==> src/psh_pkg.sv <==
package psh_pkg;

  // Default size of the log2 and exp2 tables, as index bits.
  localparam int unsigned POW_TABLE_BITS = 8;

  // Field and datapath widths.
  localparam int unsigned NRM_W   = 16;  // Q1.14 normal and light components
  localparam int unsigned PNT_W   = 21;  // Q12.8 positions
  localparam int unsigned EYE_W   = 22;  // point-to-eye components
  localparam int unsigned DRAW_W  = 35;  // negated normal-light dot, Q2.28
  localparam int unsigned DFAC_W  = 15;  // clamped diffuse factor, 0..1.0 in Q.14
  localparam int unsigned REF_W   = 19;  // reflection vector components
  localparam int unsigned SQR_W   = 43;  // one squared eye component
  localparam int unsigned SQS_W   = 44;  // squared eye length
  localparam int unsigned ROOT_W  = 22;  // eye length
  localparam int unsigned DOT_W   = 43;  // signed reflection-eye dot
  localparam int unsigned DOTM_W  = 42;  // positive part of that dot
  localparam int unsigned QUO_W   = 15;  // specular base and power, 0..1.0 in Q.14
  localparam int unsigned REM_W   = 37;  // divider remainder
  localparam int unsigned LG_W    = 20;  // negated log2, Q.16
  localparam int unsigned SHIN_W  = 16;  // shininess, Q8.8
  localparam int unsigned PROD_W  = 28;  // log2 times exponent, Q.16
  localparam int unsigned EXP_W   = 31;  // exp2 table entries, Q.30
  localparam int unsigned TERM_W  = 16;  // color terms, Q2.14
  localparam int unsigned SUM_W   = 18;  // summed channel before scaling
  localparam int unsigned PIX_W   = 8;
  localparam int unsigned NCH     = 4;
  localparam int unsigned ONE_Q14 = 16384;

  localparam int unsigned CFG_IDX_W  = 3;
  localparam int unsigned CFG_DATA_W = 64;

  // Configuration register indexes.
  typedef enum logic [CFG_IDX_W-1:0] {
    REG_LIGHT     = 3'd0,
    REG_CAMERA    = 3'd1,
    REG_AMBIENT   = 3'd2,
    REG_DIFFUSE   = 3'd3,
    REG_SPECULAR  = 3'd4,
    REG_SHININESS = 3'd5
  } cfg_reg_e;

  // Configuration seen by the datapath.
  typedef struct packed {
    logic [3*NRM_W-1:0]  light;
    logic [3*PNT_W-1:0]  camera;
    logic [NCH*TERM_W-1:0] ambient;
    logic [NCH*TERM_W-1:0] diffuse;
    logic [NCH*TERM_W-1:0] specular;
    logic [SHIN_W-1:0]   shininess;
  } cfg_t;

  // Per-item flags that travel alongside the datapath.
  typedef struct packed {
    logic              missed;
    logic              spec;   // specular term applies
    logic [DFAC_W-1:0] dfac;
  } side_t;

  // Floor square root, used when the tables are built.
  function automatic logic [63:0] isqrt64(input logic [63:0] v);
    logic [63:0] res;
    logic [63:0] bt;
    logic [63:0] rem;
    res = '0;
    rem = v;
    bt  = 64'h4000_0000_0000_0000;
    while (bt > rem) bt = bt >> 2;
    while (bt != 0) begin
      if (rem >= res + bt) begin
        rem = rem - (res + bt);
        res = (res >> 1) + bt;
      end else begin
        res = res >> 1;
      end
      bt = bt >> 2;
    end
    return res;
  endfunction

  // One log2 table entry, Q.16, by repeated squaring of the mantissa.
  function automatic logic [15:0] log_entry(input int bits, input int idx);
    logic [63:0] m;
    logic [15:0] res;
    m   = (64'd1 << 30) + (64'(idx) << (30 - bits));
    res = '0;
    for (int b = 15; b >= 0; b--) begin
      m = (m * m) >> 30;
      if (m >= (64'd2 << 30)) begin
        m      = m >> 1;
        res[b] = 1'b1;
      end
    end
    return res;
  endfunction

  // Step ratio of the exp2 table, 2^(-1/2^bits) in Q.32.
  function automatic logic [63:0] exp_root(input int bits);
    logic [63:0] root;
    root = 64'd1 << 31;
    for (int i = 0; i < bits; i++) root = isqrt64(root << 32);
    return root;
  endfunction

endpackage

==> src/psh_sqrt.sv <==
module psh_sqrt (
  input  logic                         clk_i,
  input  logic                         rst_ni,
  input  logic                         en_i,
  input  logic                         valid_i,
  input  psh_pkg::side_t               side_i,
  input  logic [psh_pkg::DOTM_W-1:0]   dot_i,
  input  logic [psh_pkg::SQS_W-1:0]    sq_i,
  output logic                         valid_o,
  output psh_pkg::side_t               side_o,
  output logic [psh_pkg::DOTM_W-1:0]   dot_o,
  output logic [psh_pkg::ROOT_W-1:0]   root_o
);

  localparam int unsigned SQS_W  = psh_pkg::SQS_W;
  localparam int unsigned ROOT_W = psh_pkg::ROOT_W;
  localparam int unsigned DOTM_W = psh_pkg::DOTM_W;
  localparam int unsigned STEPS  = 2;
  localparam int unsigned NSTG   = (ROOT_W + STEPS - 1) / STEPS;
  localparam int unsigned WIDE_W = SQS_W + 2;

  logic                v_q    [NSTG];
  psh_pkg::side_t      side_q [NSTG];
  logic [DOTM_W-1:0]   dot_q  [NSTG];
  logic [SQS_W-1:0]    rem_q  [NSTG];
  logic [ROOT_W-1:0]   root_q [NSTG];

  // Digit-by-digit square root, two result bits per stage, top bit first.
  for (genvar g = 0; g < NSTG; g++) begin : g_stage
    logic              v_in;
    psh_pkg::side_t    side_in;
    logic [DOTM_W-1:0] dot_in;
    logic [SQS_W-1:0]  rem_in, rem_d;
    logic [ROOT_W-1:0] root_in, root_d;

    if (g == 0) begin : g_first
      assign v_in    = valid_i;
      assign side_in = side_i;
      assign dot_in  = dot_i;
      assign rem_in  = sq_i;
      assign root_in = '0;
    end else begin : g_next
      assign v_in    = v_q[g-1];
      assign side_in = side_q[g-1];
      assign dot_in  = dot_q[g-1];
      assign rem_in  = rem_q[g-1];
      assign root_in = root_q[g-1];
    end

    // Raising the root by 2^i adds (root << (i+1)) + 4^i to its square.
    always_comb begin
      logic [WIDE_W-1:0] delta;
      int                bi;
      rem_d  = rem_in;
      root_d = root_in;
      for (int j = 0; j < STEPS; j++) begin
        bi = ROOT_W - 1 - (g * STEPS + j);
        if (bi >= 0) begin
          delta = (WIDE_W'(root_d) << (bi + 1)) + (WIDE_W'(1) << (2 * bi));
          if (WIDE_W'(rem_d) >= delta) begin
            rem_d  = rem_d - SQS_W'(delta);
            root_d = root_d | (ROOT_W'(1) << bi);
          end
        end
      end
    end

    always_ff @(posedge clk_i or negedge rst_ni) begin
      if (!rst_ni) begin
        v_q[g] <= 1'b0;
      end else if (en_i) begin
        v_q[g] <= v_in;
      end
    end

    always_ff @(posedge clk_i) begin
      if (en_i) begin
        side_q[g] <= side_in;
        dot_q[g]  <= dot_in;
        rem_q[g]  <= rem_d;
        root_q[g] <= root_d;
      end
    end
  end

  assign valid_o = v_q[NSTG-1];
  assign side_o  = side_q[NSTG-1];
  assign dot_o   = dot_q[NSTG-1];
  assign root_o  = root_q[NSTG-1];

endmodule

==> config.mk <==
export PLATFORM = sky130hd
export DESIGN_NAME = psh_sqrt
export DESIGN_NICKNAME = d
export VERILOG_FILES = /design/src/psh_pkg.sv /design/src/psh_sqrt.sv
export SDC_FILE = /design/constraint.sdc
export NUM_CORES = 2
export LEC_CHECK = 0
export BUFFER_PORTS_ARGS = -buffer_cell sky130_fd_sc_hd__buf_2
export CAP_MARGIN = 0
export CELL_PAD_IN_SITES_DETAIL_PLACEMENT = 0
export CELL_PAD_IN_SITES_GLOBAL_PLACEMENT = 1
export CORE_ASPECT_RATIO = 0.5
export CORE_UTILIZATION = 52
export CTS_BUF_LIST = sky130_fd_sc_hd__clkbuf_16
export DETAILED_ROUTE_END_ITERATION = 16
export PLACE_DENSITY = 0.82
export REMOVE_ABC_BUFFERS = 1
export SLEW_MARGIN = 20
export SYNTH_ARGS = -nofsm -noshare
export SYNTH_HDL_FRONTEND = slang
export SYNTH_SLANG_ARGS = --single-unit
==> constraint.sdc <==
create_clock -name clk_i -period 10.4 [get_ports clk_i]
set_input_delay 0 -clock clk_i [delete_from_list [all_inputs] [get_ports clk_i]]
set_output_delay 0 -clock clk_i [all_outputs]
set_load 0.01 [all_outputs]
After elaboration in Yosys (flattened, before gate mapping)
Memories as Yosys holds them, arrays and structs flattened.
Cells that the tools add are included.
W data, S select, Z words.
{"block": "classes", "mux": 46, "addsub": 43, "magnitude_cmp": 22}
{"operator": "$mux W44", "count": 22}
{"operator": "$add A43 B41 Y44 const B", "count": 1}
{"operator": "$ge A44 B24 Y1", "count": 1}
{"operator": "$ge A44 B25 Y1", "count": 1}
{"operator": "$ge A44 B26 Y1", "count": 1}
{"operator": "$ge A44 B27 Y1", "count": 1}
{"operator": "$ge A44 B28 Y1", "count": 1}
{"operator": "$ge A44 B29 Y1", "count": 1}
{"operator": "$ge A44 B30 Y1", "count": 1}
{"operator": "$ge A44 B31 Y1", "count": 1}
{"operator": "$ge A44 B32 Y1", "count": 1}
{"operator": "$ge A44 B33 Y1", "count": 1}
{"operator": "$ge A44 B34 Y1", "count": 1}
{"operator": "$ge A44 B35 Y1", "count": 1}
{"operator": "$ge A44 B36 Y1", "count": 1}
{"operator": "$ge A44 B37 Y1", "count": 1}
{"operator": "$ge A44 B38 Y1", "count": 1}
{"operator": "$ge A44 B39 Y1", "count": 1}
{"operator": "$ge A44 B40 Y1", "count": 1}
{"operator": "$ge A44 B41 Y1", "count": 1}
{"operator": "$ge A44 B42 Y1", "count": 1}
{"operator": "$ge A44 B43 Y1", "count": 1}
{"operator": "$ge A44 B43 Y1 const B", "count": 1}
{"operator": "$ge A44 B44 Y1", "count": 1}
{"operator": "64 further kinds", "count": 66}
{"block": "totals", "ram_bits": 1375, "out_inout_bits": 82, "n_memories": 4, "input_bits": 107, "register_bits": 11, "wordCells": 126}
{"name": "rem_q", "words": 11, "word_bits": 44, "rd": 10, "rd_clocked_by_memory_dff": 0, "write_ports": 11, "line": "psh_sqrt.sv:25", "source": "logic [SQS_W-1:0] rem_q [NSTG];"}
{"name": "dot_q", "words": 11, "word_bits": 42, "rd": 11, "rd_clocked_by_memory_dff": 0, "write_ports": 11, "line": "psh_sqrt.sv:24", "source": "logic [DOTM_W-1:0] dot_q [NSTG];"}
{"name": "root_q", "words": 11, "word_bits": 22, "rd": 11, "rd_clocked_by_memory_dff": 0, "write_ports": 11, "line": "psh_sqrt.sv:26", "source": "logic [ROOT_W-1:0] root_q [NSTG];"}
{"name": "side_q", "words": 11, "word_bits": 17, "rd": 11, "rd_clocked_by_memory_dff": 0, "write_ports": 11, "line": "psh_sqrt.sv:23", "source": "psh_pkg::side_t side_q [NSTG];"}

Depth between registers and ports, before layout
An unclocked memory read counts as a cell.
{"block": "logic_depth", "depth_word": 7, "depth_mapped": 28, "ltp_nobuf": 26}

Worst setup path after synthesis
Ideal clock, no wire load.
{"block": "synth_path", "path_type": "reg-to-reg", "from": "memory rem_q[8][35]", "to": "memory rem_q[9][15], data pin", "synth_period_minus_slack_ns": 6.018, "n_path_buf": 4, "stages_incl_launch_ff": 23, "setup_ns": 0.260, "t_arrival_ns": 5.758, "path_slack_ns": 4.382, "path_cell_list": "edfxtp_1 -> or3_1 -> or4_1 -> or3_1 -> nor4_4 -> nand2_2 -> inv_2 -> buf_2 -> buf_1 -> clkbuf_1 -> nand2_1 -> o31ai_1 -> ha_1 -> nor2b_1 -> o21ai_0 -> nand2b_1 -> a21o_1 -> a21o_1 -> nor4_1 -> o311ai_2 -> nor4_4 -> buf_2 -> mux2_2"}
{"element": "from (decl)", "line": "psh_sqrt.sv:25"}

==> qor.csv <==
stage;metric;value;unit
run_status;status;completed;
yosys;yosysTopAreaCell;edfxtp_1;
pwr;seqPwrFrac;42.9;%
critical_path;slowest_stage;clkinv_1;
die;die-area;113000;µm²
cells_and_area;seq_area;36900;µm²
sta;timing.final.crit_share;72.2;%
clock_network;h-tree-depth;3;
global_routing;grt.overflow.total;0;
cells_and_area;multi_input_area;20000;µm²
yosys;yosysWarnings;0;
pwr;peakVddDrop;0.000228;V
clock_network;clockBufferDepth;3;
sta;hold_violations;0;
pwr;switching_share;32.1;%
routing;avgViaCountPerCell;5.61;
min_path;hp-class;primary input to flip-flop;
critical_path;critPathArrivalTime;7930;ps
cells_and_area;drive_above_1_share;9.75;%
job;cap_viol_max_count;0;
clock_network;cts_setup_buffers;0;
yosys;async_flop_share;0.893;%
routing;drt_pass1_iterations;9;
yosys;avgSynthCellArea;13.0;µm²
clock_network;cts_sinks;1232;
cells_and_area;layout_common_cells;1221 x edfxtp_1, 336 x nand2_1, 283 x ha_1, 268 x a21oi_1, 260 x inv_1;
die;die_h;238;µm
yosys;synth_top_area_share;63.0;%
sta;post-route-min-period;7510;ps
critical_path;cp_max_fo;26;
clock_network;cts_tree;yes;
sta;fin_ws;2890;ps
critical_path;reg2reg_from;rem_q[6][14];
global_routing;antenna_found_initial;1;
pwr;clock_power_share;26.9;%
global_routing;grt_use_total;21.8;%
pwr;switching_power;0.00500;W
yosys;syn_inst;4483;
clock_network;cts_root_buf;clkbuf_16;
cells_and_area;fillers;8333;
routing;wl_per_cell;19.0;µm
placement;finalWeightedCongestion;0.896;
clock_network;cts_buffers;107;
critical_path;worstPathCellList;inv_1 -> ha_1 -> nor2b_1 -> o31a_1 -> nor3_1 -> o21ai_0 -> a211o_1 -> clkinv_1 -> o21ai_0 -> ha_1 -> a21oi_1 -> nor2b_1 -> o21ai_0 -> nand2b_1 -> a21o_1 -> a21oi_1 -> a32oi_1 -> a211o_1 -> o311a_1 -> a211oi_1 -> nor3b_1 -> xnor2_1;
yosys;ys_seq_area_share;63.5;%
routing;ant_nets;0;
pwr;power_density;233;nW/µm²
critical_path;cp-startpoint;rem_q[6][14];
min_path;hp-start;sq_i[43];
critical_path;start_kind;flip-flop;
yosys;ys.flop_type;edfxtp_1;
yosys;synthTopCellsByArea;edfxtp_1 63%, ha_1 6.1%, xnor2_1 3.4%;
die;ios;189;
sta;worst_clock_skew;62.3;ps
global_routing;grt_pass1_vias;36400;
sta;fmax;133;MHz
yosys;synth_seq_cells;1232;
critical_path;cp-end-kind;flip-flop;
global_routing;grt_max_degree;204;
sta;worst_slew_pin_slew;1110;ps
placement;place_ws;2780;ps
routing;routed_wl;124000;µm
placement;io_buffer_count;188;
yosys;syn_area;58200;µm²
die;core-area;111000;µm²
sta;setup_violations;0;
global_routing;grt_pass1_wl;194000;µm
routing;drt_iter0_drc;2373;
placement;dp_hpwl;84800;µm
critical_path;required;10830;ps
routing;drcViolationCount;0;
die;die_x;475;µm
critical_path;critPathBufInv;2;
routing;vias;36500;
cells_and_area;area_delta_synth_final;14.7;%
pwr;p_leak;25.2;nW
cells_and_area;fin_nets;5311;
cells_and_area;layout_commonest_cell;edfxtp_1;
pwr;p_int;0.0105;W
critical_path;cp_common_cell;o21ai_0;
clock_network;path_clk_slew;70;ps
sta;fin_setup_tns;0;ps
die;initial_utilization;52.6;%
sta;final_max_slew_viol_count;0;
critical_path;crit_family;compound AO/OA/AOI/OAI gates;
die;rows;86;
yosys;synth_edf_count;1221;
yosys;synth_cell_type_count;84;
critical_path;crit_type;flip-flop to flip-flop;
critical_path;cpPeakStageDelay;820;ps
sta;slew_headroom;25.9;%
clock_network;clk_latency;740;ps
sta;rsz0062_at_grt;false;
pwr;combPwrFrac;30.1;%
logic make-up after synthesis:
| family | after synthesis | synth area share [%] |
|---|---|---|
| flip-flops | 1232 | 63.5 |
| buffers and inverters | 336 | 2.18 |
| multiplexers | 80 | 1.50 |
| AND/OR/NAND/NOR | 1266 | 11.2 |
| adder cells (fa/ha/maj) | 283 | 6.09 |
| AO/OA/AOI/OAI | 917 | 10.0 |
| XOR/XNOR | 369 | 5.56 |
registers in the layout, summed over array words and instances, names as in the netlist:
signal and count:
g_stage.v_in 10, rem_q 440, side_q 187, dot_q 462, root_q 132, valid_o 1
cell usage after synthesis (all sizes together) (16+ instances only):
cell type  instances
or4               22
a21oi            269
nand3             84
xnor2            228
and3              40
xor2             141
nand2            338
and4              17
a31oi             27
clkbuf            73
nor2             246
inv              246
o31ai             32
nor2b             33
mux2i             24
nand3b            16
nor3              96
nor4             116
or3               43
o211ai            20
nand2b            47
o21bai            22
a21o             115
mux2              56
o21ai            221
edfxtp          1221
and2              31
nand4             65
or2               26
o21a              41
ha               283
a211oi            25
final cells by class:
class / count / area share, %
flip-flops and latches: 1232 / 55.4
multi-input cells: 2915 / 29.9
repair buffers: 417 / 4.89
clock buffers: 110 / 4.13
well taps: 1496 / 2.81
clock inverters: 84 / 1.46
inverters: 248 / 1.40
diodes: 1 / 0.00375
layer usage:
layer	global-route usage, %	vias to the layer above	routed length [µm]
li1	-	17800	-
met4	7.39	0	4010
met5	0	-	0
met3	3.07	238	4980
met2	38.6	927	61000
met1	27.4	17500	53600
through the flow:
stage | instance area, µm² | total power [W] | std cells | hold slack, ps | utilization (%)
after floorplan | 57800 | 0.0101 | 4395 | -296 | -
after global placement | 60900 | 0.0112 | 6097 | -131 | 55.1
after detailed placement | 60900 | 0.0113 | 6097 | -114 | 55.1
after CTS | 66700 | 0.0156 | 6502 | 231 | 60.4
after global routing | 66700 | 0.0164 | 6502 | 278 | 60.4
final | 66700 | 0.0155 | 6503 | 286 | 60.4
worst min-delay path, stage by stage:
cell and delay (ps):
dlygate4sd3_1 520, buf_2 130, a2111oi_0 90, buf_4 150, inv_1 50
power by group through the flow:
stage | Sequential, W | Clock [W] | Combinational [W]
5_1_grt | 0.00673 | 0.00447 | 0.00520
6_report | 0.00667 | 0.00419 | 0.00468
3_3_place_gp | 0.00674 | 0 | 0.00449
3_5_place_dp | 0.00677 | 0 | 0.00454
2_1_floorplan | 0.00662 | 0 | 0.00348
4_1_cts | 0.00666 | 0.00427 | 0.00464
timing repair:
item,in CTS,in global routing
resized for setup,0,0
endpoints found under the hold margin,190,0
hold buffers,211,0
path summary, 6_finish.rpt:
kind | endpoint | slack [ps] | cells after the start
max | rem_q[7][35] | 2890 | 22
min | root_q[0][20] | 290 | 5
max reg2reg | rem_q[7][35] | 2890 | 22
min reg2reg | dot_q[8][30] | 380 | 0
max in group asynchronous | g_stage[5].v_in | 9740 | 3
min in group asynchronous | g_stage[8].v_in | 310 | 3
(Power assumes the default switching activity.)
