[src/psh_pkg.sv]
package psh_pkg;

  // Default size of the log2 and exp2 tables, as index bits.
  localparam int unsigned POW_TABLE_BITS = 8;

  // Field and datapath widths.
  localparam int unsigned NRM_W   = 16;  // Q1.14 normal and light components
  localparam int unsigned PNT_W   = 21;  // Q12.8 positions
  localparam int unsigned EYE_W   = 22;  // point-to-eye components
  localparam int unsigned DRAW_W  = 35;  // negated normal-light dot, Q2.28
  localparam int unsigned DFAC_W  = 15;  // clamped diffuse factor, 0..1.0 in Q.14
  localparam int unsigned REF_W   = 19;  // reflection vector components
  localparam int unsigned SQR_W   = 43;  // one squared eye component
  localparam int unsigned SQS_W   = 44;  // squared eye length
  localparam int unsigned ROOT_W  = 22;  // eye length
  localparam int unsigned DOT_W   = 43;  // signed reflection-eye dot
  localparam int unsigned DOTM_W  = 42;  // positive part of that dot
  localparam int unsigned QUO_W   = 15;  // specular base and power, 0..1.0 in Q.14
  localparam int unsigned REM_W   = 37;  // divider remainder
  localparam int unsigned LG_W    = 20;  // negated log2, Q.16
  localparam int unsigned SHIN_W  = 16;  // shininess, Q8.8
  localparam int unsigned PROD_W  = 28;  // log2 times exponent, Q.16
  localparam int unsigned EXP_W   = 31;  // exp2 table entries, Q.30
  localparam int unsigned TERM_W  = 16;  // color terms, Q2.14
  localparam int unsigned SUM_W   = 18;  // summed channel before scaling
  localparam int unsigned PIX_W   = 8;
  localparam int unsigned NCH     = 4;
  localparam int unsigned ONE_Q14 = 16384;

  localparam int unsigned CFG_IDX_W  = 3;
  localparam int unsigned CFG_DATA_W = 64;

  // Configuration register indexes.
  typedef enum logic [CFG_IDX_W-1:0] {
    REG_LIGHT     = 3'd0,
    REG_CAMERA    = 3'd1,
    REG_AMBIENT   = 3'd2,
    REG_DIFFUSE   = 3'd3,
    REG_SPECULAR  = 3'd4,
    REG_SHININESS = 3'd5
  } cfg_reg_e;

  // Configuration seen by the datapath.
  typedef struct packed {
    logic [3*NRM_W-1:0]  light;
    logic [3*PNT_W-1:0]  camera;
    logic [NCH*TERM_W-1:0] ambient;
    logic [NCH*TERM_W-1:0] diffuse;
    logic [NCH*TERM_W-1:0] specular;
    logic [SHIN_W-1:0]   shininess;
  } cfg_t;

  // Per-item flags that travel alongside the datapath.
  typedef struct packed {
    logic              missed;
    logic              spec;   // specular term applies
    logic [DFAC_W-1:0] dfac;
  } side_t;

  // Floor square root, used when the tables are built.
  function automatic logic [63:0] isqrt64(input logic [63:0] v);
    logic [63:0] res;
    logic [63:0] bt;
    logic [63:0] rem;
    res = '0;
    rem = v;
    bt  = 64'h4000_0000_0000_0000;
    while (bt > rem) bt = bt >> 2;
    while (bt != 0) begin
      if (rem >= res + bt) begin
        rem = rem - (res + bt);
        res = (res >> 1) + bt;
      end else begin
        res = res >> 1;
      end
      bt = bt >> 2;
    end
    return res;
  endfunction

  // One log2 table entry, Q.16, by repeated squaring of the mantissa.
  function automatic logic [15:0] log_entry(input int bits, input int idx);
    logic [63:0] m;
    logic [15:0] res;
    m   = (64'd1 << 30) + (64'(idx) << (30 - bits));
    res = '0;
    for (int b = 15; b >= 0; b--) begin
      m = (m * m) >> 30;
      if (m >= (64'd2 << 30)) begin
        m      = m >> 1;
        res[b] = 1'b1;
      end
    end
    return res;
  endfunction

  // Step ratio of the exp2 table, 2^(-1/2^bits) in Q.32.
  function automatic logic [63:0] exp_root(input int bits);
    logic [63:0] root;
    root = 64'd1 << 31;
    for (int i = 0; i < bits; i++) root = isqrt64(root << 32);
    return root;
  endfunction

endpackage

[src/psh_div.sv]
module psh_div (
  input  logic                         clk_i,
  input  logic                         rst_ni,
  input  logic                         en_i,
  input  logic                         valid_i,
  input  psh_pkg::side_t               side_i,
  input  logic [psh_pkg::DOTM_W-1:0]   dot_i,
  input  logic [psh_pkg::ROOT_W-1:0]   root_i,
  output logic                         valid_o,
  output psh_pkg::side_t               side_o,
  output logic [psh_pkg::QUO_W-1:0]    quo_o
);

  localparam int unsigned DOTM_W = psh_pkg::DOTM_W;
  localparam int unsigned ROOT_W = psh_pkg::ROOT_W;
  localparam int unsigned QUO_W  = psh_pkg::QUO_W;
  localparam int unsigned REM_W  = psh_pkg::REM_W;
  localparam int unsigned STEPS  = 2;
  localparam int unsigned NSTG   = (QUO_W + STEPS - 1) / STEPS;
  localparam logic [QUO_W-1:0] ONE = QUO_W'(psh_pkg::ONE_Q14);

  logic                pv_q;
  psh_pkg::side_t      pside_d, pside_q;
  logic                pov_q;
  logic [REM_W-1:0]    prem_q;
  logic [ROOT_W-1:0]   proot_q;

  logic                v_q    [NSTG];
  psh_pkg::side_t      side_q [NSTG];
  logic                ov_q   [NSTG];
  logic [REM_W-1:0]    rem_q  [NSTG];
  logic [ROOT_W-1:0]   root_q [NSTG];
  logic [QUO_W-1:0]    quo_q  [NSTG];

  // Entry stage: a quotient of 2^15 or more clamps, and a zero length drops
  // the specular term.
  always_comb begin
    pside_d      = side_i;
    pside_d.spec = side_i.spec && (root_i != '0);
  end

  always_ff @(posedge clk_i or negedge rst_ni) begin
    if (!rst_ni) begin
      pv_q <= 1'b0;
    end else if (en_i) begin
      pv_q <= valid_i;
    end
  end

  always_ff @(posedge clk_i) begin
    if (en_i) begin
      pside_q      <= pside_d;
      pov_q        <= dot_i >= DOTM_W'({root_i, {QUO_W{1'b0}}});
      prem_q       <= dot_i[REM_W-1:0];
      proot_q      <= root_i;
    end
  end

  // Restoring division, two quotient bits per stage.
  for (genvar g = 0; g < NSTG; g++) begin : g_stage
    logic              v_in, ov_in;
    psh_pkg::side_t    side_in;
    logic [REM_W-1:0]  rem_in, rem_d;
    logic [ROOT_W-1:0] root_in;
    logic [QUO_W-1:0]  quo_in, quo_d;

    if (g == 0) begin : g_first
      assign v_in    = pv_q;
      assign side_in = pside_q;
      assign ov_in   = pov_q;
      assign rem_in  = prem_q;
      assign root_in = proot_q;
      assign quo_in  = '0;
    end else begin : g_next
      assign v_in    = v_q[g-1];
      assign side_in = side_q[g-1];
      assign ov_in   = ov_q[g-1];
      assign rem_in  = rem_q[g-1];
      assign root_in = root_q[g-1];
      assign quo_in  = quo_q[g-1];
    end

    always_comb begin
      logic [REM_W-1:0] trial;
      int               bi;
      rem_d = rem_in;
      quo_d = quo_in;
      for (int j = 0; j < STEPS; j++) begin
        bi = QUO_W - 1 - (g * STEPS + j);
        if (bi >= 0) begin
          trial = REM_W'(root_in) << bi;
          if (rem_d >= trial) begin
            rem_d     = rem_d - trial;
            quo_d[bi] = 1'b1;
          end
        end
      end
    end

    always_ff @(posedge clk_i or negedge rst_ni) begin
      if (!rst_ni) begin
        v_q[g] <= 1'b0;
      end else if (en_i) begin
        v_q[g] <= v_in;
      end
    end

    always_ff @(posedge clk_i) begin
      if (en_i) begin
        side_q[g] <= side_in;
        ov_q[g]   <= ov_in;
        rem_q[g]  <= rem_d;
        root_q[g] <= root_in;
        quo_q[g]  <= quo_d;
      end
    end
  end

  // Clamp the base to 1.0.
  assign valid_o = v_q[NSTG-1];
  assign side_o  = side_q[NSTG-1];
  assign quo_o   = (ov_q[NSTG-1] || quo_q[NSTG-1] > ONE) ? ONE : quo_q[NSTG-1];

endmodule

[config.mk]
export PLATFORM = sky130hd
export DESIGN_NAME = psh_div
export DESIGN_NICKNAME = d
export VERILOG_FILES = /design/src/psh_pkg.sv /design/src/psh_div.sv
export SDC_FILE = /design/constraint.sdc
export NUM_CORES = 2
export LEC_CHECK = 0
export ABC_AREA = 1
export CELL_PAD_IN_SITES_DETAIL_PLACEMENT = 1
export CELL_PAD_IN_SITES_GLOBAL_PLACEMENT = 2
export CORE_UTILIZATION = 40
export CTS_CLUSTER_DIAMETER = 100
export DETAILED_ROUTE_END_ITERATION = 6
export DONT_BUFFER_PORTS = 1
export GPL_TIMING_DRIVEN = 1
export PLACE_DENSITY_LB_ADDON = 0.05
export SETUP_SLACK_MARGIN = 0.5
export SYNTH_ARGS = -nofsm -noshare
export SYNTH_HDL_FRONTEND = slang
export SYNTH_SLANG_ARGS = --single-unit
[constraint.sdc]
create_clock -name clk_i -period 5.2 [get_ports clk_i]
set_clock_uncertainty 0.2 [all_clocks]
set_input_delay 0 -clock clk_i [delete_from_list [all_inputs] [get_ports clk_i]]
set_output_delay 0 -clock clk_i [all_outputs]
set_load 0.05 [all_outputs]
* Word level (Yosys, flattened, before mapping)
Memories as Yosys holds them, arrays and structs flattened.
Index checks and enable logic that the tools add are counted.
** Word-level totals
- Register bits after elaboration :: 86
- Latch bits :: 0
- Memory bits (writable) :: 736
- Bits in read-only memories :: 0
- Bits of input ports :: 85
- Output and inout port bits :: 33
- Memories kept :: 5
** Memory list
- rem_q :: words 8, bits a word 37, rd ports 7, clocked after memory_dff 0, wr ports 8, line psh_div.sv:31 : logic [REM_W-1:0] rem_q [NSTG];
- root_q :: words 8, bits a word 22, rd ports 7, clocked after memory_dff 0, wr ports 8, line psh_div.sv:32 : logic [ROOT_W-1:0] root_q [NSTG];
- side_q :: words 8, bits a word 17, rd ports 8, clocked after memory_dff 0, wr ports 8, line psh_div.sv:29 : psh_pkg::side_t side_q [NSTG];
- quo_q :: words 8, bits a word 15, rd ports 8, clocked after memory_dff 0, wr ports 8, line psh_div.sv:33 : logic [QUO_W-1:0] quo_q [NSTG];
- ov_q :: words 8, bits a word 1, rd ports 8, clocked after memory_dff 0, wr ports 8, line psh_div.sv:30 : logic ov_q [NSTG];
** Cells by class
- Add/sub/neg operators :: 15
- $mul :: 0
- Divide/modulo/power cells :: 0
- Order comparisons :: 17
- Eq/ne operators :: 0
- Shifts and indexed selects :: 0
- Mux-type cells :: 33
- Bitwise operators :: 0
- Reductions and logical operators :: 3
** Operators by type and width (count)
- $mux W37 :: 15
- $ge A42 B37 Y1 :: 1
- $ge A37 B22 Y1 :: 1
- $ge A37 B23 Y1 :: 1
- $ge A37 B24 Y1 :: 1
- $ge A37 B25 Y1 :: 1
- $ge A37 B26 Y1 :: 1
- $ge A37 B27 Y1 :: 1
- $ge A37 B28 Y1 :: 1
- $ge A37 B29 Y1 :: 1
- $ge A37 B30 Y1 :: 1
- $ge A37 B31 Y1 :: 1
- $ge A37 B32 Y1 :: 1
- $ge A37 B33 Y1 :: 1
- $ge A37 B34 Y1 :: 1
- $ge A37 B35 Y1 :: 1
- $ge A37 B36 Y1 :: 1
- $sub A37 B22 Y37 :: 1
- $sub A37 B23 Y37 :: 1
- $sub A37 B24 Y37 :: 1
- $sub A37 B25 Y37 :: 1
- $sub A37 B26 Y37 :: 1
- $sub A37 B27 Y37 :: 1
- $sub A37 B28 Y37 :: 1
- 14 further kinds :: 30

* Longest topological paths before layout
An unclocked memory read counts as a cell.
- Depth in word-level cells :: 5
- Mapped depth :: 37
- Gate-level depth less buffers :: 34

* Least setup slack after synthesis
No wires, ideal clock.
- Kind :: register to register
- From :: memory rem_q[1][10]
- To :: memory rem_q[2][24] (data pin)
- Arrival time :: 4087 ps
- Data required time :: 4739 ps
- Setup slack :: 651 ps
- Stages on the path, launching flop included :: 30
- Clock period less this slack :: 4549 ps
- Cells stage by stage :: edfxtp_1 inv_1 ha_1 inv_1 fa_1 nand3_1 nand2_1 nand3_1 nand2_1 a21boi_0 o21ai_0 nand2_1 nand3_1 or2_2 nand3_1 nand2_1 ha_1 clkbuf_1 nand2_1 nor2_1 nand2_1 o311ai_0 inv_1 nand3_2 inv_2 nand2_2 nor2_8 buf_6 nand2_1 o21ai_0
** RTL lines (line)
- start: declaration :: psh_div.sv:31

==> results.txt <==
H-tree depth: 3. The final critical delay including setup and external delays is 4.686 ns, and the combined area of all synthesized cells is 49480 um2. The overall die area is 125100 um2. For hold timing, the worst endpoint is root_q[2][21]. The dominant register cell in the synthesized netlist is edfxtp_1.

Summing the areas of all xor and xnor instances in the mapped netlist gives 4.956% of the synthesized area. The layout net count was 7338. The run gives 118 as the total I/O pin count. The internal portion of the total power is 25950 uW.

The total routing usage reported by global routing is 28.25%. The floorplan step defined a core boundary enclosing 122200 um2. After layout, the design draws a total of 48930 uW. In this run, flip-flops and latches consume 19.5% of the power. The share of async-settable or async-resettable flops after synthesis is 1.261%, and the number of antenna violations at the first check in global routing is 2. The layout has 14100 filler cells. The sequential cells in the finished layout cover a total of 21400 um2. The number of hold-slack violations in the final timing report was 0.

The largest family of logic cells by synthesized area is simple AND/OR/NAND/NOR gates. STA classifies the critical path startpoint as a flip-flop. The logs give 12.6% for the share of total power in the clock network and 3 for the maximum buffer depth of the clock tree. The total iterations of the first detailed-routing run is 5. The detailed router placed 45300 vias in this run. Wires add up to 188500 um. Sequential cells were found to cover 43.24% of the synthesized design area. Per report_power, the combinational group accounts for 67.8% of the total. The detail route stage leaves a number of antenna-violating nets equal to 0.

The residual overflow from global routing is 0. The area growth from synthesis to layout is 32.25%. The final reports fail on slew limit.

Entering global routing, the biggest net connects 723 pins. In this run the power density over the cells is 747.8 nW/um2. The cell count of the worst hold path works out to 1. The leakage power of the design is 0.02827 uW.

The number of different library cells in the post-synthesis netlist was 63; the met1 capacity usage during global routing was 36.21%. Measured against the total synthesized area, the mux share comes to 0.06828%. The cell family contributing the most delay on the critical path is simple AND/OR/NAND/NOR gates.

For the worst-skew pair, the clock arrives at the later sink with an insertion delay of 0.71 ns. Mean instance size in the synthesized netlist: 8.204 um2. The global-route track usage on met3 is 2.660%. The critical path is of the reg -> reg type. The final count of pins violating max slew was 324.

The tools report the highest clock frequency the design can meet as 0.2134 GHz. For this run, design rule violations remaining after detail routing come to 0. The tools report the setup slack after placement as -0.2976 ns. After technology mapping, the gate count stands at 6031. The area fraction in compound gates after synthesis was 9.415%. The tools report the capturing point of the worst reg2reg path as rem_q[6][8]. For the last weighted congestion value of the routability-driven placer, the log shows 0.9107.

Clock sink count: 714. Number of synthesized flops with an enable pin: 705. The run gives 8582 as the final instance count without filler cells.

In this run, synthesis produced a sequential element count of 714. The total setup violations reported at the end of the flow was 0. In the final layout, the multi-input gates occupy 28550 um2. The number of buffers created by CTS came out at 84. The cell occurring most often along the worst timing path was nand2_1.

The flow ran to the end, but the final reports show violations. For the number of instances in the placed design, the log shows 7914. The worst pin sits at a relative slew slack of -15.74%. Cells fill 53.55% of the core in the end. Average wire per cell in the routed design: 21.97 um.

Arrival time of data at the critical path endpoint: 4.92 ns. Width of the chip: 353.7 um. The final worst slack came out at 0.5136 ns. The endpoint required time on the critical path was 5.44 ns. The final worst-path cycle share came out at 90.12%.

The switching power of the nets was 22980 uW. The startpoint identified for the worst hold timing path is en_i. In the routed layout, each cell is associated on average with a via count of 5.278. The tools report the endpoint class of the critical path as a flip-flop.

The global routing's busiest layer was met2. During placement, the flow inserted port buffers numbering 0. Across the VDD grid, the largest voltage drop is 0.5731 mV. The vertical die dimension was 353.7 um. The worst register-to-register path has a depth of 29. The startpoint identified for the worst register-to-register timing path is root_q[5][3]. Global routing consumed, on the met2 layer, 50.43% of the routing resources.

The slowest stage of the critical path belongs to the cell edfxtp_1. The fraction of final layout cells with drive strength greater than 1 is 24.80%, and the biggest cell delay along the critical path is 0.47 ns. CTS placed an instance of clkbuf_16 at the clock tree root. The peak fanout along the critical path was 28. Setup repair after global routing could not meet its margin everywhere. During synthesis, Yosys emitted a total of 0 warnings.

After Yosys synthesis, and, or, nand and nor cells account for 25.51% of the synthesized area. TritonCTS built the clock tree. Summed over all nets, the half-perimeter wirelength after detailed placement is 138600 um. The clock input transition at the sequential cells of the worst setup and hold paths works out to 0.07 ns. The worst register-to-register path has a setup slack of 0.51 ns.

After the first detailed-routing iteration, the DRC count stood at 2822. Across the run, the number of max-cap violations was 0. The critical path contains buffers and inverters numbering 6 combined. The number of nets handed over by synthesis was 6482.

The fraction of the mapped netlist area in adder cells is 9.468%, and the switching part of the total power is 46.97%. The kind of path behind the tightest hold check was in -> reg. The tools report the via count of the first global-routing pass as 46180. The floorplan has 128 rows.

Effective utilization at floorplan: 40.49%. The actual slew at the worst max-slew pin was 1.736 ns; the first-pass GRT wire length was 273500 um.
-- synth_stat cells, types with 5 or more instances --
library cell,instances,area share (%)
buf_6,23,0.52
or2_2,19,0.24
buf_1,5,0.038
a21boi_0,15,0.23
a21oi_1,370,3.7
nand2_2,50,0.63
o21ai_2,7,0.12
o21ai_0,290,2.9
xor2_1,137,2.4
xnor2_1,143,2.5
dfrtp_1,9,0.46
nand3_1,315,3.2
o21a_1,17,0.26
nand2_4,7,0.16
inv_1,810,6.1
o21ai_1,31,0.31
nor2_4,10,0.23
nor2_1,479,3.6
inv_2,16,0.12
clkbuf_1,24,0.18
o21bai_1,32,0.49
edfxtp_1,705,43
and3_1,7,0.089
fa_1,14,0.57
nor4_1,42,0.53
nand4_1,146,1.8
a21o_1,22,0.33
ha_1,352,8.9
a21oi_2,15,0.27
o211ai_1,13,0.20
nand3b_1,10,0.15
buf_2,16,0.16
nand3_2,21,0.42
a31oi_1,18,0.23
buf_4,9,0.14
nor2_2,32,0.40
nor3_1,46,0.47
nand2_1,1702,13
and2_1,6,0.076
-- worst register-to-register path, delay by kind of cell, from the launching register on --
family                   cells  cell delay [ns]
adder cells (fa/ha/maj)      2             0.62
AND/OR/NAND/NOR             18             1.91
flip-flops                   1             0.47
AO/OA/AOI/OAI                3             0.50
buffers and inverters        6             0.75
-- worst max-delay path by stage --
stage | start | to | cells after the start
floorplan | rem_q[1][10] | rem_q[2][24] | 29
global placement | root_q[5][0] | rem_q[6][9] | 29
detailed placement | root_q[5][0] | rem_q[6][9] | 29
CTS | root_q[3][4] | rem_q[4][5] | 24
global route | rem_q[3][6] | rem_q[4][5] | 27
finish | root_q[5][3] | rem_q[6][8] | 29
-- cells in the final DEF (no fill, tap or decap), types with 135 or more instances in the layout --
master            n
nor2_1          414
ha_1            174
nand2_1        1573
xnor2_1         139
xor2_1          135
nand4_1         146
nand2_2         153
a21oi_1         258
dlygate4sd3_1   181
inv_1           694
o21ai_0         164
ha_4            152
buf_4           605
edfxtp_1        705
nand3_1         286
-- power by group through the flow --
stage                     logic, uW  clock network (uW)  registers, uW
after floorplan               17400                   0           8940
after global placement        26400                   0           9490
after detailed placement      26800                   0           9490
after CTS                     28700                6200           9470
after global routing          36300                6490           9620
final                         33200                6190           9550
-- registers in the layout, indices dropped and copies added (netlist names) --
register,flops
g_stage.ov_in,1
g_stage.rem_in,37
g_stage.root_in,22
g_stage.side_in,17
g_stage.v_in,8
ov_q,8
quo_q,71
rem_q,259
root_q,154
side_q,136
valid_o,1
-- per-layer routing --
| metal | share of wire [%] | wire (um) |
|---|---|---|
| met1 | 43 | 81920 |
| met4 | 3.1 | 5888 |
| met2 | 50 | 94750 |
| met3 | 3.2 | 5971 |
| met5 | 0 | 0 |
-- logic make-up after synthesis --
logic type	after synthesis
muxes	3
buffers and inverters	906
xor gates and xnor gates	280
AOI/OAI and AO/OA	847
DFF	714
adders and majority gates	366
and+or+nand+nor	2915
-- layout make-up --
class                      instances  share of cell area [%]
multi-input combinational       4413                   43.63
sequential                       714                   32.70
timing repair buffer             845                   11.45
inverter                         829                   4.790
clock buffer                     101                   3.373
tap                             1625                   3.107
clock inverter                    54                  0.9446
antenna                            1                0.003824
-- metrics by stage --
step	hold slack (ns)	area [um2]	TNS [ns]
detailed placement	-0.4955	53770	-9.189
finish	0.01513	65440	0
CTS	-0.6789	60940	0
global route	0.006039	65440	0
floorplan	-0.4956	49480	0
global placement	-0.4954	53770	-8.501
-- repair_timing --
item	in CTS	in global routing
pin swaps	66	217
gates resized for setup	339	698
buffers inserted	126	183
hold buffers	180	1
gates cloned	3	16
hold endpoints to repair	800	146
endpoints found under the setup margin	217	217
(Power assumes the default switching activity.)
